$ cat src/sv/prtt_pkg.sv
package prtt_pkg;

  localparam int unsigned SEQ_W     = 16;
  localparam int unsigned STAMP_W   = 32;
  localparam int unsigned LIMIT_W   = 18;   // 255 * 1000 fits
  localparam int unsigned CNT_OUT_W = 7;
  localparam int unsigned CFG_IDX_W = 1;
  localparam int unsigned CFG_DAT_W = 8;
  localparam int unsigned MS_PER_SEC = 1000;

  localparam logic [CFG_IDX_W-1:0] REG_TIMEOUT       = 1'd0;
  localparam logic [CFG_IDX_W-1:0] REG_COUNT_LIMITED = 1'd1;

  typedef enum logic [1:0] {
    OP_TICK  = 2'd0,
    OP_ADD   = 2'd1,
    OP_CHECK = 2'd2,
    OP_SWEEP = 2'd3
  } op_e;

  typedef enum logic [1:0] {
    ST_OK      = 2'd0,
    ST_LATE    = 2'd1,
    ST_UNKNOWN = 2'd2,
    ST_FULL    = 2'd3
  } status_e;

  typedef enum logic {
    S_IDLE = 1'b0,
    S_SCAN = 1'b1
  } state_e;

  typedef enum logic [1:0] {
    CM_HOLD   = 2'd0,
    CM_APPEND = 2'd1,
    CM_ROTATE = 2'd2
  } cell_mode_e;

  typedef struct packed {
    cell_mode_e mode;
    logic       keep;
  } cell_ctl_t;

  typedef struct packed {
    logic [SEQ_W-1:0]   seq;
    logic [STAMP_W-1:0] stamp;
  } entry_t;

  typedef struct packed {
    status_e              status;
    logic [CNT_OUT_W-1:0] count;
    logic                 expired;
    logic                 finished;
  } result_t;

endpackage

$ cat src/sv/prtt_cell.sv
module prtt_cell #(
  parameter int unsigned DEPTH = 64,
  parameter int unsigned IDX   = 0,
  localparam int unsigned IW   = $clog2(DEPTH)
) (
  input  logic                clk_i,
  input  logic                rst_ni,
  input  prtt_pkg::cell_ctl_t ctl_i,
  input  logic [IW-1:0]       ptr_i,
  input  prtt_pkg::entry_t    ins_i,
  input  prtt_pkg::entry_t    nbr_i,
  input  logic                nbr_used_i,
  output prtt_pkg::entry_t    ent_o,
  output logic                used_o
);

  prtt_pkg::entry_t ent_q, ent_d;
  logic             used_q, used_d;

  always_comb begin
    ent_d  = ent_q;
    used_d = used_q;
    case (ctl_i.mode)
      prtt_pkg::CM_APPEND: begin
        if (ptr_i == IW'(IDX)) begin
          ent_d  = ins_i;
          used_d = 1'b1;
        end
      end
      prtt_pkg::CM_ROTATE: begin
        // cells ahead of the tail pull from the neighbor, the tail takes the head entry back
        if (IW'(IDX) < ptr_i) begin
          ent_d  = nbr_i;
          used_d = nbr_used_i;
        end else if (IW'(IDX) == ptr_i) begin
          ent_d  = ins_i;
          used_d = ctl_i.keep;
        end
      end
      default: ;
    endcase
  end

  always_ff @(posedge clk_i or negedge rst_ni) begin
    if (!rst_ni) begin
      used_q <= 1'b0;
    end else begin
      used_q <= used_d;
    end
  end

  always_ff @(posedge clk_i) begin
    ent_q <= ent_d;
  end

  assign ent_o  = ent_q;
  assign used_o = used_q;

endmodule
$ cat config.mk
export PLATFORM = sky130hd
export DESIGN_NAME = prtt_cell
export DESIGN_NICKNAME = d
export VERILOG_FILES = /design/src/sv/prtt_pkg.sv /design/src/sv/prtt_cell.sv
export SDC_FILE = /design/constraint.sdc
export NUM_CORES = 1
export LEC_CHECK = 0
export ABC_AREA = 1
export BUFFER_PORTS_ARGS = -buffer_cell sky130_fd_sc_hd__buf_2
export CAP_MARGIN = 5
export CORE_ASPECT_RATIO = 0.8
export CORE_MARGIN = 4
export CORE_UTILIZATION = 43
export CTS_CLUSTER_DIAMETER = 60
export CTS_CLUSTER_SIZE = 28
export DETAILED_ROUTE_END_ITERATION = 16
export GPL_TIMING_DRIVEN = 0
export MAX_ROUTING_LAYER = met4
export PLACE_DENSITY = 0.81
export SLEW_MARGIN = 10
export SYNTH_ARGS = -nofsm -noshare
export SYNTH_HDL_FRONTEND = slang
export SYNTH_SLANG_ARGS = --single-unit
$ cat constraint.sdc
create_clock -name clk_i -period 1 [get_ports clk_i]
set_input_delay 0.2 -clock clk_i [delete_from_list [all_inputs] [get_ports clk_i]]
set_output_delay 0.2 -clock clk_i [all_outputs]
set_load 0.02 [all_outputs]
==> summary.txt <==
Setup path
  – R2R Path Start: ent_o[47]$_DFFE_PP_
  – Worst path cell trace: buf_6
  – Crit path buf inv count: 1
  – R2R Path End: ent_o[47]$_DFFE_PP_
  – WP data arrival: 0.93 ns
  – Critical path type: register to output port
  – Slowest cell on the critical path: edfxtp_1
  – Maximum fanout along the worst path: 2
  – Crit path required time: 0.80 ns
  – CP Launch Type: register
  – CP top delay family: flip-flops
  – Crit path capture type: output port
  – Reg2reg path depth: 4
  – Crit path largest cell delay: 0.46 ns
  – Reg2Reg Setup Slack: -0.05 ns

Final layout
  – Synth-to-Final Area Change: 97.1%
  – Layout cells sized above 1: 0.608
  – # nets final: 600
  – Ant. Diodes: 0
  – Fin area: 5000 µm²
  – Fillers: 249

STA
  – Period utilization: 1.13
  – Setup violators final: 65
  – Peak Freq: 886 MHz
  – Fin worst setup slack: -0.128 ns
  – Final hold violation count: 0
  – Max-slew violations: 0
  – Min Tclk post-route: 1.13 ns
  – Worst Max-Slew Pin Slew: 0.231 ns
  – Unrepaired setup endpoints after global routing: true
  – Skew final: 0 ns
  – Setup TNS Final: -4.05 ns
  – Slew margin rel.: 0.846

Place
  – Placer Congestion: 0.842
  – Dpl cell area: 3550 µm²
  – Buffers on Ports: 156
  – Detailed placement HPWL: 5710 µm
  – Place WS: -1.08 ns

Detailed routing
  – Iter 0 DRT Violations: 213
  – WL per Instance: 19.0 µm
  – Number of vias per cell: 5.36
  – Via count: 3044
  – Final antenna-violating net count: 0
  – DRT Pass-1 Iters: 4
  – Residual DRC: 0
  – DRT Wirelength: 10800 µm

Logic synthesis
  – Distinct cells, synth: 14
  – Post-synthesis sequential area ratio: 0.578
  – Syn nets: 391
  – Synth Instances: 281
  – Syn_area_per_cell: 9.03 µm²
  – Synth warn: 0
  – Synthesized flop and latch total: 49
  – Post-Syn Area: 2540 µm²

Clock network
  – TritonCTS buffer count: 5
  – CTS Sinks: 49
  – CTS tree: done
  – H-Tree Depth: 2
  – Root Buffer: clkbuf_8
  – Worst skew pair latency: 0.30 ns
  – Clock slew at reported path FFs: 0.09 ns
  – Maximum clock insertion buffer count: 2

Floorplanning
  – Die Width: 93.9 µm
  – Height of the die: 76.7 µm
  – Initial Util: 0.454
  – Number of I/O pins: 157
  – # rows: 24
  – Die area: 7200 µm²
  – Total core area: 5590 µm²

GRT
  – First-pass GRT wire length: 13100 µm
  – Largest net degree at the start of global routing: 14
  – Total GRT Usage: 0.235
  – Number of global-route vias before repair: 2766
  – Initial antenna violation count: 0
  – Gr ovfl total: 0

Power and ir drop
  – PD cells: 1240 nW/µm²
  – Leakage: 2.20 nW
  – VDD IR-drop max: 0.922 mV

Flow run
  – Max-cap viol count: 0

Worst hold path
  – Hold Crit Class: input pin to asynchronous set/reset pin

Outcome
  – Violated checks: setup timing
  – Outcome: finished with violations
-- worst max-delay path by stage --
| stage | from | endpoint | slack, ns | cells after the start |
|---|---|---|---|---|
| CTS | ent_o[40]$_DFFE_PP_ | ent_o[40] | -0.09 | 1 |
| detailed placement | ctl_i[1] | used_o$_DFFE_PN0P_ | -1.08 | 8 |
| finish | ent_o[30]$_DFFE_PP_ | ent_o[30] | -0.13 | 1 |
| floorplan | ctl_i[1] | used_o$_DFFE_PN0P_ | -0.55 | 7 |
| global route | ent_o[30]$_DFFE_PP_ | ent_o[30] | -0.14 | 1 |
| global placement | ctl_i[1] | used_o$_DFFE_PN0P_ | -1.04 | 8 |
-- cells in the mapped netlist --
master | instances | area, µm²
buf_4 | 4 | 30.0
buf_2 | 5 | 25.0
buf_6 | 4 | 45.0
a31oi_1 | 48 | 300
dfrtp_1 | 1 | 25.0
clkbuf_1 | 8 | 30.0
nand3_1 | 1 | 5.00
inv_1 | 5 | 18.8
nand2_1 | 102 | 383
ha_1 | 2 | 25.0
nand3_2 | 1 | 10.0
edfxtp_1 | 48 | 1440
nand4_1 | 1 | 6.26
nor2_1 | 51 | 191
-- worst register-to-register path: cells and delay by family (launching register included) --
kind            cells  cell delay (ns)
buf+inv             2             0.26
compound gates      1             0.07
flops               1             0.43
simple gates        1             0.05
-- placed cells by master (no fill, tap or decap) --
cell | synthesis | final
dfrtp_1 | 1 | 1
nand3_1 | 1 | 1
nor2_4 | 0 | 3
buf_8 | 0 | 2
nor2_1 | 51 | 29
ha_4 | 0 | 1
inv_1 | 5 | 2
buf_12 | 0 | 8
edfxtp_1 | 48 | 48
a31oi_4 | 0 | 21
dlygate4sd3_1 | 0 | 1
clkbuf_16 | 0 | 7
clkinvlp_4 | 0 | 4
buf_2 | 5 | 104
buf_4 | 4 | 35
nand2_1 | 102 | 82
inv_6 | 0 | 1
nor2_2 | 0 | 19
clkbuf_4 | 0 | 1
nand3_4 | 0 | 2
clkinv_1 | 0 | 1
ha_1 | 2 | 1
a31oi_2 | 0 | 3
inv_8 | 0 | 1
clkbuf_1 | 8 | 1
buf_6 | 4 | 57
nand2_2 | 0 | 13
a31oi_1 | 48 | 24
clkbuf_8 | 0 | 8
nand4_1 | 1 | 1
clkbuf_2 | 0 | 1
nand2_4 | 0 | 7
-- timing repair --
| item | CTS | global route |
|---|---|---|
| cloned | 3 | 8 |
| endpoints found under the setup margin | 118 | 87 |
| hold endpoints to repair | 1 | 0 |
| hold buffers | 1 | 0 |
| setup buffers | 23 | 14 |
| resized for setup | 63 | 159 |
| pin swaps | 0 | 23 |
-- sequential cells by signal, summed over array words and instances, names as in the netlist --
register  cells
used_o        1
ent_o        48
-- power breakdown --
group / internal, mW / switching, mW / total (mW)
logic: 1.21 / 1.07 / 2.29
clock network: 0.474 / 0.651 / 1.12
registers: 2.61 / 0.191 / 2.80
-- logic make-up after synthesis --
kind of cell	count (synthesis)	synth area share
buffers and inverters	26	0.0587
adders and majority gates	2	0.00987
and+or+nand+nor	156	0.235
AOI/OAI and AO/OA	48	0.118
DFF	49	0.578
-- per-stage QoR --
stage          instances  hold WS [ns]  utilization  power, mW
2_1_floorplan        281       -0.0956            -       3.52
3_3_place_gp         515       -0.0241        0.635       4.06
3_5_place_dp         515       -0.0234        0.635       4.10
4_1_cts              548         0.190        0.721       5.57
5_1_grt              568         0.193        0.895       6.45
6_report             568         0.188        0.895       6.21
-- per-layer routing --
metal  vias to the layer above  wire, µm  GRT usage
li1                       1394         -          -
met1                      1439      4070      0.293
met2                       178      5560      0.390
met3                        33       821     0.0431
met4                         0       318     0.0707
met5                         -         0          -
-- cell type report --
cell class | count | area, µm² | area share
clock buffer | 6 | 72.6 | 0.0145
inverter | 5 | 35.0 | 0.00701
sequential | 49 | 1470 | 0.293
buffer | 18 | 260 | 0.0521
tap | 78 | 97.6 | 0.0195
timing repair inverter | 3 | 22.5 | 0.00450
clock inverter | 1 | 3.75 | 0.000751
multi-input combinational | 207 | 1450 | 0.290
timing repair buffer | 201 | 1590 | 0.319
Note: power is estimated with default switching activity, not from simulation.
